--- src/hdl/sapsum_pkg.sv ---
`timescale 1ns / 1ps
// Shared types and constants for the sorted alternate-position sum block.
// No dependencies.
package sapsum_pkg;

    localparam int MAX_KEYS = 64;
    localparam int KEY_W    = 32;

    typedef enum logic [0:0] {
        ST_LOAD,
        ST_DRAIN
    } sapsum_state_t;

    // One slot of the sorted chain as seen by its neighbors.
    typedef struct packed {
        logic             valid;
        logic [KEY_W-1:0] key;
    } cell_data_t;

    // Per-cycle command broadcast to every cell.
    typedef struct packed {
        logic insert;
        logic shift;
    } cell_ctrl_t;

endpackage

--- src/hdl/sapsum_cell.sv ---
`timescale 1ns / 1ps
// One slot of the descending insertion chain.
// Depends on sapsum_pkg.
module sapsum_cell
    import sapsum_pkg::*;
(
    input  logic                    clk,
    input  logic                    rst_n,
    input  cell_ctrl_t              ctrl,
    input  logic signed [KEY_W-1:0] new_key,
    input  cell_data_t              prev,
    input  logic                    prev_greater,
    input  cell_data_t              next,
    output cell_data_t              cur,
    output logic                    greater
);

    logic             valid_reg, valid_next;
    logic [KEY_W-1:0] key_reg, key_next;

    // New key belongs ahead of this slot (strict: equal keys stay in front).
    assign greater = !valid_reg || (new_key > $signed(key_reg));

    always_comb
    begin
        valid_next = valid_reg;
        key_next   = key_reg;
        if (ctrl.shift)
        begin
            valid_next = next.valid;
            key_next   = next.key;
        end
        else if (ctrl.insert)
        begin
            if (prev_greater)
            begin
                valid_next = prev.valid;
                key_next   = prev.key;
            end
            else if (greater)
            begin
                valid_next = 1'b1;
                key_next   = new_key;
            end
        end
    end

    always_ff @(posedge clk or negedge rst_n)
    begin
        if (!rst_n)
            valid_reg <= 1'b0;
        else
            valid_reg <= valid_next;
    end

    always_ff @(posedge clk)
    begin
        key_reg <= key_next;
    end

    assign cur.valid = valid_reg;
    assign cur.key   = key_reg;

endmodule

--- config.mk ---
export PLATFORM = sky130hd
export DESIGN_NAME = sapsum_cell
export DESIGN_NICKNAME = d
export VERILOG_FILES = /design/src/hdl/sapsum_pkg.sv /design/src/hdl/sapsum_cell.sv
export SDC_FILE = /design/constraint.sdc
export NUM_CORES = 1
export LEC_CHECK = 0
export BUFFER_PORTS_ARGS = -buffer_cell sky130_fd_sc_hd__clkbuf_2
export CAP_MARGIN = 20
export CORE_MARGIN = 5
export CORE_UTILIZATION = 49
export DETAILED_ROUTE_END_ITERATION = 8
export MAX_ROUTING_LAYER = met4
export PLACE_DENSITY_LB_ADDON = 0.12
export SLEW_MARGIN = 40
export SYNTH_ARGS = -nofsm -noshare
export SYNTH_HDL_FRONTEND = slang
export SYNTH_SLANG_ARGS = --single-unit
export TNS_END_PERCENT = 50
--- constraint.sdc ---
create_clock -name clk -period 9.6 [get_ports clk]
set_clock_uncertainty 0.15 [all_clocks]
set_input_delay 0.48 -clock clk [delete_from_list [all_inputs] [get_ports clk]]
set_output_delay 0.48 -clock clk [all_outputs]
set_load 0.1 [all_outputs]
# ---- Word level (Yosys, flattened, before mapping)
# Cells that the tools add are included.
dict set report totals {
  ff_bits 33
  in_bits 103
  output_inout_bits 34
  wordCells 16
}
dict set report classes {
  order_cmp 1
  mux 8
  n_reduce_logical 5
}
# cell count
set ops {}
lappend ops {{$mux W32} 4}
lappend ops {{$gt A32 B32 Y1} 1}
lappend ops {{$mux W1} 4}
lappend ops {{$reduce_bool A3 Y1} 1}
lappend ops {{$reduce_and A2 Y1} 1}
lappend ops {{$reduce_bool A2 Y1} 1}
lappend ops {{$logic_not A1 Y1} 1}
lappend ops {{$logic_or A1 B1 Y1} 1}

# ---- Longest topological paths before layout
# Gate-level depths: netlist of the first run.
dict set report depth {
  word_depth 6
  depth_mapped 8
  ltp_nobuf 8
}

# ---- Worst setup path before layout of the first run
# OpenSTA, ideal clock, no wires.
dict set report synth_path {
  kind {register to register}
  start {register key_reg[31]}
  end {register key_reg[0] (enable)}
  setup_ns 0.421
  arrival_ns 3.601
  t_required_ns 9.029
  setup_slack_ns 5.428
  stages_incl_launch_ff 9
  n_path_buf 0
  synth_period_minus_slack_ns 4.172
  path_cell_list {edfxtp_1 inv_1 ha_1 nand4_2 nor4_4 and2b_1 o31a_2 a2111oi_1 nor2_1}
}
dict set report synth_via {
  elab_chain_len 4
}
# item line
set synth_rtl {}
lappend synth_rtl {{from (decl)} sapsum_cell.sv:19} ;# logic [KEY_W-1:0] key_reg, key_next;
lappend synth_rtl {{from (signal assigned)} sapsum_cell.sv:58} ;# key_reg <= key_next;
lappend synth_rtl {{$gt A32 B32 Y1} sapsum_cell.sv:22} ;# assign greater = !valid_reg || (new_key > $signed(key_reg));
lappend synth_rtl {{$logic_or A1 B1 Y1} sapsum_cell.sv:22}
lappend synth_rtl {{$reduce_bool A3 Y1 (no line)} n/a}
lappend synth_rtl {{$reduce_and A2 Y1 (no line)} n/a}
# Every way passes these cells.
# A chain may end at the register's enable or synchronous reset.

# ---- Final worst setup path of the first run
dict set report layout_path {
  start {register key_reg[31]}
  end {output port greater}
}
dict set report layout_via {
  elab_chain_len 2
}
# item line
set layout_rtl {}
lappend layout_rtl {{$gt A32 B32 Y1} sapsum_cell.sv:22}
lappend layout_rtl {{$logic_or A1 B1 Y1} sapsum_cell.sv:22}
lappend layout_rtl {{to (decl)} sapsum_cell.sv:15} ;# output logic greater
# Every way passes these cells.

==> impl_metrics.env, run 1 <==
export IMPL_outcome="complete, no violations"
export IMPL_initial_core_util=0.503
export IMPL_antenna_found_initial=0
export IMPL_powerDensity_nw_per_um2=156
export IMPL_viasPerCell=4.98
export IMPL_rsz0062_at_grt="false"
export IMPL_cts_buffer_depth=2
export IMPL_drc=0
export IMPL_cts_sinks=33
export IMPL_dp_hpwl_microns=5210
export IMPL_cp_cell_sequence="inv_1 > ha_1 > nand4_2 > nor4_4 > and2b_1 > o31a_2 > a21oi_1 > a2bb2oi_2 > clkbuf_2"
export IMPL_worstReg2RegStart="key_reg[21]"
export IMPL_netlist_area_leader_share=0.376
export IMPL_slew_viol_final=0
export IMPL_vias=2351
export IMPL_cts_tree="done"
export IMPL_globalRoute_totalOverflow=0
export IMPL_fp_dieH_microns=82.2
export IMPL_fmax_mhz=312
export IMPL_postSynth_asyncResetShare=0.0303
export IMPL_place_gp_congestion=0.760
export IMPL_drtIter0Drc=63
export IMPL_grt_max_degree=69
export IMPL_r2r_end="key_reg[20]"
export IMPL_yosys_warnings=0
export IMPL_ios=137
export IMPL_slew_headroom=0.590
export IMPL_power_mw=0.533
export IMPL_tns_ns=0
export IMPL_synthFlopType="edfxtp_1"
export IMPL_clkSlewWorstSetupHoldPaths_ns=0.07
export IMPL_die_area_sq_um=6760
export IMPL_slowest_stage="clkbuf_2"
export IMPL_clock_latency_ns=0.28
export IMPL_portBuffers=136
export IMPL_hold_depth=3
export IMPL_seq_area_sq_um=986
export IMPL_reg2reg_depth=9
export IMPL_grt_pass1_wl_microns=9980
export IMPL_synth_edf_count=32
export IMPL_syn_area_per_cell_sq_um=9.60
export IMPL_syn_inst=266
export IMPL_synthDistinctLibCells=35
export IMPL_h_tree_depth=2
export IMPL_final_cell_mix="clkbuf_2 (136), nand2_1 (38), o21ai_0 (34), inv_1 (33)"
export IMPL_synth_area_sq_um=2550
export IMPL_setup_violations=0
export IMPL_yosys_top_cells_area="edfxtp_1 (38%), ha_1 (16%), mux2i_1 (13%)"
export IMPL_period_minus_slack_ns=3.21
export IMPL_coreArea_sq_um=5070
export IMPL_hp_start="next[32]"
export IMPL_worstMarginPinSlew_ns=0.613
export IMPL_n_antenna_cell=0
export IMPL_die_x_microns=82.2
export IMPL_finalCritPeriodShare=0.334
export IMPL_first_global_vias=2337
export IMPL_start_kind="flip-flop"
export IMPL_r2r_slack_ns=6.73
export IMPL_finalHoldViolCount=0
export IMPL_wl_microns=6340
export IMPL_maxCapViolCount=0
export IMPL_path_delay_family="simple AND/OR/NAND/NOR gates"
export IMPL_synth_area_leader_cell="edfxtp_1"
export IMPL_largest_reg_flops=32
export IMPL_first_pass_iters=4
export IMPL_area_growth_pct=33.9
export IMPL_hold_path_class="in2reg"
export IMPL_slowest_delay_ns=0.47
export IMPL_arrival_ns=2.58
export IMPL_worstPathRequired_ns=8.97
export IMPL_numCtsBuffers=5
export IMPL_critPathBufInv=2
export IMPL_ys_ff_latch=33
export IMPL_cts_root_buf="clkbuf_8"
export IMPL_fillCellCount=450
export IMPL_wl_per_cell_microns=13.4
export IMPL_rows=26
export IMPL_final_common_cell="clkbuf_2"
export IMPL_whs_endpoint="valid_reg"
export IMPL_power_leakage_nw=1.82
export IMPL_ir_worst_vdd_v=0.0000899
export IMPL_crit_fanout=4
export IMPL_multi_input_area_sq_um=1400
export IMPL_synth_fp_nets=401
export IMPL_cp_end_kind="primary output"
export IMPL_ys_seq_area_frac=0.386
export IMPL_path_class="reg2out"
export IMPL_nets=536
export IMPL_drive_above_1_share=0.381
export IMPL_ant_nets=0
export IMPL_grt_use_total=0.196
## per-layer routing
metal | GRT usage | vias to the layer above | share of wire
met4 | 0.0581 | 0 | 0.013
met2 | 0.353 | 79 | 0.51
met3 | 0.0304 | 8 | 0.075
met5 | - | - | 0
met1 | 0.224 | 1037 | 0.40
li1 | - | 1227 | -
## worst min-delay path, cell delays in order
cell,delay (ns)
clkbuf_2,0.08
nand2_1,0.04
o21ai_0,0.06
## stage by stage
| step | util | cells | hold WS [ns] | instance area (sq um) | setup WS, ns |
|---|---|---|---|---|---|
| 6_report | 0.674 | 472 | 0.263 | 3420 | 6.39 |
| 5_1_grt | 0.674 | 472 | 0.313 | 3420 | 6.22 |
| 4_1_cts | 0.674 | 472 | 0.261 | 3420 | 6.36 |
| 3_5_place_dp | 0.654 | 463 | 0.110 | 3320 | 6.47 |
| 3_3_place_gp | 0.649 | 462 | 0.115 | 3290 | 6.42 |
| 2_1_floorplan | - | 266 | 0.0344 | 2550 | 5.43 |
## worst max-delay path by stage
stage / startpoint / endpoint / depth (start not counted)
2_1_floorplan: key_reg[31] / key_reg[0] / 8
3_3_place_gp: new_key[10] / key_reg[26] / 7
3_5_place_dp: new_key[31] / greater / 9
4_1_cts: key_reg[31] / greater / 9
5_1_grt: key_reg[27] / greater / 9
6_report: key_reg[31] / greater / 9
## kinds of logic (layout without fill, tap and decap cells)
family                     count (synthesis)  after routing  share of synthesized area
DFF                                       33             33                      0.386
buffers and inverters                     45            181                     0.0691
AOI/OAI and AO/OA                         62             62                      0.143
adders and majority gates                 32             32                      0.157
and+or+nand+nor                           62             62                      0.120
muxes                                     32             32                      0.125
## area by class of cell
| cell class | instances | area share |
|---|---|---|
| Timing Repair Buffer | 140 | 0.214 |
| Clock buffer | 8 | 0.0263 |
| Inverter | 33 | 0.0362 |
| Sequential cell | 33 | 0.288 |
| Multi-Input combinational cell | 188 | 0.409 |
| Tap cell | 70 | 0.0256 |
## synthesized netlist by cell type, types with 3 or more instances
cell and number:
nor2_1 5, ha_1 32, edfxtp_1 32, inv_1 33, buf_2 3, a21oi_1 13, o21ai_0 34, nand4_1 7
nand2_1 38, mux2i_1 32, nand3_1 3, clkbuf_1 8
## power breakdown
part	internal, mW	switching, mW
Clock	0.0585	0.0500
Sequential	0.178	0.00756
Combinational	0.0609	0.178
Total	0.297	0.236
## repair_timing
| item | CTS | global route |
|---|---|---|
| setup buffers | 0 | 0 |
| hold endpoints to repair | 1 | 0 |
| hold buffers | 1 | 0 |
| resized for setup | 0 | 0 |
No activity file was read; power rests on OpenSTA's default activity.
==> run 2, diff against run 1 <==
- CORE_UTILIZATION: 49 -> 46
- clock period: 9.6 -> 3.2 ns (I/O delays scaled with it)
==> run 2 against run 1 <==
Highest routed layer unchanged. First-iteration DRC count decreased by 7.9%. Hold slack worse by 0.26 ns. Non-clock buffer count rose by 4. Sequential cell count stayed put. Critical path depth did not move. Largest cell class unchanged. Routed wire length up 4.0%. Worst setup slack worse by 6.1 ns. Global-route usage down 0.24 points. Sequential share of layout area shrank 0.49 points. Clock power rose to 3.0 times the previous value. Utilization shrank 3.4 points.
==> impl_metrics.env, run 2 (synthesis results as in run 1) <==
export IMPL_seq_area_sq_um=986
export IMPL_first_global_vias=2467
export IMPL_rows=27
export IMPL_start_kind="flip-flop"
export IMPL_crit_fanout=4
export IMPL_viasPerCell=4.97
export IMPL_cts_sinks=33
export IMPL_nets=540
export IMPL_clkSlewWorstSetupHoldPaths_ns=0.07
export IMPL_largest_reg_flops=32
export IMPL_cts_buffer_depth=2
export IMPL_period_minus_slack_ns=2.90
export IMPL_utilization=0.640
export IMPL_r2r_end="key_reg[21]"
export IMPL_cp_cell_sequence="inv_1 > ha_1 > nand4_1 > nor4_4 > and2b_1 > o31a_2 > a21oi_1 > a2bb2oi_4 > clkbuf_2"
export IMPL_power_leakage_nw=1.84
export IMPL_post_cts_resized=0
export IMPL_fmax_mhz=345
export IMPL_dp_cells=466
export IMPL_finalHoldViolCount=0
export IMPL_grt_pass1_wl_microns=10900
export IMPL_path_delay_family="simple AND/OR/NAND/NOR gates"
export IMPL_finalCritPeriodShare=0.905
export IMPL_ant_nets=0
export IMPL_die_area_sq_um=7140
export IMPL_rsz0062_at_grt="false"
export IMPL_fp_dieH_microns=84.5
export IMPL_critPathBufInv=2
export IMPL_post_cts_setup_buffers=0
export IMPL_met1_length_microns=2730
export IMPL_layout_cells_non_filler=478
export IMPL_path_class="reg2out"
export IMPL_arrival_ns=2.59
export IMPL_initial_core_util=0.470
export IMPL_final_common_cell="clkbuf_2"
export IMPL_slowest_delay_ns=0.47
export IMPL_antenna_found_initial=0
export IMPL_clock_latency_ns=0.28
export IMPL_power_mw=1.61
export IMPL_h_tree_depth=2
export IMPL_slowest_stage="clkbuf_2"
export IMPL_grt_max_degree=67
export IMPL_final_cell_mix="clkbuf_2 (136), nand2_1 (38), o21ai_0 (34)"
export IMPL_area_growth_pct=36.2
export IMPL_portBuffers=136
export IMPL_cp_startpoint="key_reg[19]"
export IMPL_drive_above_1_share=0.384
export IMPL_globalRoute_totalOverflow=0
export IMPL_wl_met3_microns=532
export IMPL_wl_microns=6590
export IMPL_multi_input_area_sq_um=1420
export IMPL_drtIter0Drc=58
export IMPL_ios=137
export IMPL_place_gp_congestion=0.856
export IMPL_die_x_microns=84.5
export IMPL_fillCellCount=466
export IMPL_numCtsBuffers=5
export IMPL_critPathCapture="greater"
export IMPL_wl_per_cell_microns=13.8
export IMPL_top_layer="met4"
export IMPL_worstMarginPinSlew_ns=0.592
export IMPL_ir_worst_vdd_v=0.000286
export IMPL_coreArea_sq_um=5440
export IMPL_grt_use_total=0.194
export IMPL_slew_headroom=0.604
export IMPL_drc=0
export IMPL_reg2reg_depth=10
export IMPL_worstReg2RegStart="key_reg[1]"
export IMPL_first_pass_iters=4
export IMPL_worstPathRequired_ns=2.89
export IMPL_setup_violations=0
export IMPL_powerDensity_nw_per_um2=463
export IMPL_vias=2377
export IMPL_hold_path_class="in2reg"
export IMPL_cts_tree="done"
export IMPL_dp_hpwl_microns=5400
export IMPL_r2r_slack_ns=0.31
export IMPL_wl_met2_microns=3210
export IMPL_n_antenna_cell=0
export IMPL_worst_path_stages=9
export IMPL_slew_viol_final=0
export IMPL_cts_root_buf="clkbuf_8"
export IMPL_maxCapViolCount=0
export IMPL_outcome="complete, no violations"
export IMPL_cp_end_kind="primary output"
-- run 2: per-layer routing --
metal,GRT usage,up-vias
met2,0.327,90
met4,0.0561,0
met5,-,-
met3,0.0589,11
met1,0.222,1039
li1,-,1237
-- run 2: worst min-delay path by stage --
stage	start	to	slack, ns	cells past startpoint
2_1_floorplan	rst_n	valid_reg	-0.29	0
3_3_place_gp	rst_n	valid_reg	-0.21	1
3_5_place_dp	rst_n	valid_reg	-0.21	1
4_1_cts	next[25]	key_reg[25]	0.0006	3
5_1_grt	next[13]	key_reg[13]	0.004	3
6_report	next[9]	key_reg[9]	0.006	3
-- run 2: area by class of cell --
type | count | area share
Timing Repair Buffer | 144 | 0.220
Clock buffer | 8 | 0.0259
Tap cell | 72 | 0.0259
Sequential cell | 33 | 0.283
Inverter | 33 | 0.0356
Multi-Input combinational cell | 188 | 0.409
-- run 2: per-stage QoR --
step                      setup TNS, ns  instance area (sq um)  hold WS, ns  setup slack, ns
final                                 0                   3480      0.00564            0.303
after CTS                             0                   3480     0.000632            0.264
after floorplan                   -1.56                   2580       -0.286          -0.0488
after global routing                  0                   3480      0.00420            0.116
after detailed placement              0                   3350       -0.214            0.277
after global placement                0                   3320       -0.215            0.298
-- run 2: timing repair --
action / 4_1_cts / 5_1_grt
setup endpoints to repair: 0 / 0
hold buffers: 4 / 0
endpoints found under the hold margin: 4 / 0
-- run 2: worst min-delay path, cell delays in order --
cell and delay, ns:
clkbuf_2 0.08, nand2_1 0.04, o21ai_0 0.05
-- run 2: power by group --
group / switching [mW] / internal (mW) / leakage (nW)
Combinational: 0.539 / 0.189 / 1.45
Sequential: 0.0240 / 0.534 / 0.342
Clock: 0.148 / 0.175 / 0.0455
Total: 0.711 / 0.898 / 1.84
==> run 3, diff against run 2 <==
- REMOVE_ABC_BUFFERS: default -> 1
==> run 3 against run 2 <==
Count of clock-buffer cells in the layout down 2. Cell area down 1.2%. Power down 2.2%. Non-clock buffer count down 1. Routed wire length up 0.88%. Worst setup slack better by 0.018 ns. Register-to-register slack better by 0.03 ns. First-iteration DRC count up 71%. Utilization down 0.74 points. Combinational power about the same. Via count down 0.55%. Sequential cell count unchanged. Critical endpoint unchanged. Highest routed layer unchanged.
==> impl_metrics.env, run 3 (synthesis results as in run 1) <==
export IMPL_outcome="complete, no violations"
export IMPL_tns_ns=0
export IMPL_clkSlewWorstSetupHoldPaths_ns=0.07
export IMPL_die_area_sq_um=7140
export IMPL_viasPerCell=4.97
export IMPL_fillCellCount=532
export IMPL_worstMarginPinSlew_ns=0.619
export IMPL_grt_max_degree=65
export IMPL_antenna_found_initial=0
export IMPL_ios=137
export IMPL_slew_viol_final=0
export IMPL_cts_sinks=33
export IMPL_intPower_mw=0.866
export IMPL_power_mw=1.57
export IMPL_cp_end_kind="primary output"
export IMPL_comb_power_share=0.460
export IMPL_die_x_microns=84.5
export IMPL_nets=539
export IMPL_portBuffers=136
export IMPL_first_pass_iters=4
export IMPL_cts_root_buf="clkbuf_8"
export IMPL_seq_power_share=0.355
export IMPL_drive_above_1_share=0.376
export IMPL_finalCritPeriodShare=0.900
export IMPL_arrival_ns=2.57
export IMPL_place_gp_congestion=0.787
export IMPL_ant_nets=0
export IMPL_cts_buffer_depth=2
export IMPL_powerDensity_nw_per_um2=458
export IMPL_fp_dieH_microns=84.5
export IMPL_final_common_cell="clkbuf_2"
export IMPL_h_tree_depth=2
export IMPL_power_leakage_nw=1.83
export IMPL_coreArea_sq_um=5440
export IMPL_dp_hpwl_microns=5450
export IMPL_rows=27
export IMPL_vias=2364
export IMPL_start_kind="flip-flop"
export IMPL_cts_tree="done"
export IMPL_numCtsBuffers=5
export IMPL_wl_per_cell_microns=14.0
export IMPL_p_sw_frac=0.450
export IMPL_path_class="reg2out"
export IMPL_maxCapViolCount=0
export IMPL_drtIter0Drc=99
export IMPL_finalHoldViolCount=0
export IMPL_period_minus_slack_ns=2.88
export IMPL_hold_path_class="in2reg"
export IMPL_globalRoute_totalOverflow=0
export IMPL_initial_core_util=0.470
export IMPL_drc=0
export IMPL_p_clk_frac=0.185
export IMPL_hold_ws_ns=0.00900
export IMPL_first_global_vias=2354
export IMPL_wl_microns=6650
export IMPL_grt_use_total=0.190
export IMPL_largest_reg_flops=32
export IMPL_fmax_mhz=347
export IMPL_clock_latency_ns=0.28
export IMPL_setup_violations=0
export IMPL_ir_worst_vdd_v=0.000194
export IMPL_post_cts_setup_buffers=0
export IMPL_crit_fanout=4
export IMPL_final_cell_mix="clkbuf_2 (136), nand2_1 (38), o21ai_0 (34), inv_1 (33)"
export IMPL_area_growth_pct=34.6
export IMPL_slew_headroom=0.586
export IMPL_rsz0062_at_grt="false"
export IMPL_p_sw_mw=0.708
export IMPL_n_antenna_cell=0
export IMPL_worstPathRequired_ns=2.89
export IMPL_grt_pass1_wl_microns=10600
[run 3: what timing repair did]
item	CTS	global route
hold endpoints to repair	4	0
resized for setup	0	0
hold buffers	4	0
[run 3: power groups by stage]
stage	clock [mW]	combinational, mW	sequential (mW)
after floorplan	0	0.197	0.903
after global placement	0	0.709	0.564
after detailed placement	0	0.726	0.567
after CTS	0.301	0.731	0.558
after global routing	0.317	0.776	0.563
final	0.292	0.724	0.558
[run 3: critical path: stages, from the launching register on]
cell and delay (ns):
edfxtp_1 0.35, inv_1 0.05, ha_1 0.30, nand4_1 0.21
nor4_4 0.37, and2b_1 0.18, o31a_2 0.15, a21oi_1 0.05
a2bb2oi_2 0.16, clkbuf_2 0.47
[run 3: area by class of cell]
cell class	count	area (sq um)	area share
multi-input cells	188	1400	0.407
flip-flops and latches	33	986	0.287
repair buffers	143	763	0.222
inverters	33	124	0.0360
well taps	72	90.1	0.0262
clock buffers	6	72.6	0.0211
clock inverters	1	3.75	0.00109
[run 3: worst paths after layout]
| path | start | end | slack, ns | cells after the start |
|---|---|---|---|---|
| worst max-delay path | key_reg[27] | greater | 0.32 | 9 |
| worst min-delay path | next[22] | key_reg[22] | 0.009 | 3 |
| worst max register to register | key_reg[21] | key_reg[26] | 0.34 | 9 |
| worst min register to register | valid_reg | valid_reg | 0.54 | 2 |
| max in group asynchronous | rst_n | valid_reg | 2.76 | 2 |
| min in group asynchronous | rst_n | valid_reg | 0.05 | 2 |
[run 3: metrics by stage]
step                      cell area, sq um   util  instances  setup slack, ns
after global routing                  3440  0.632        476           0.0922
after floorplan                       2500      -        254           -0.972
after detailed placement              3320  0.611        465            0.343
after CTS                             3440  0.632        476            0.281
final                                 3440  0.632        476            0.321
after global placement                3290  0.606        464            0.307
[run 3: routing by layer]
metal  GRT usage  routed length, microns  up-vias
met1       0.225                    2820     1037
met2       0.315                    3220       88
met3      0.0500                     518       10
li1            -                       -     1229
met4      0.0561                      87        0
met5           -                       0        -
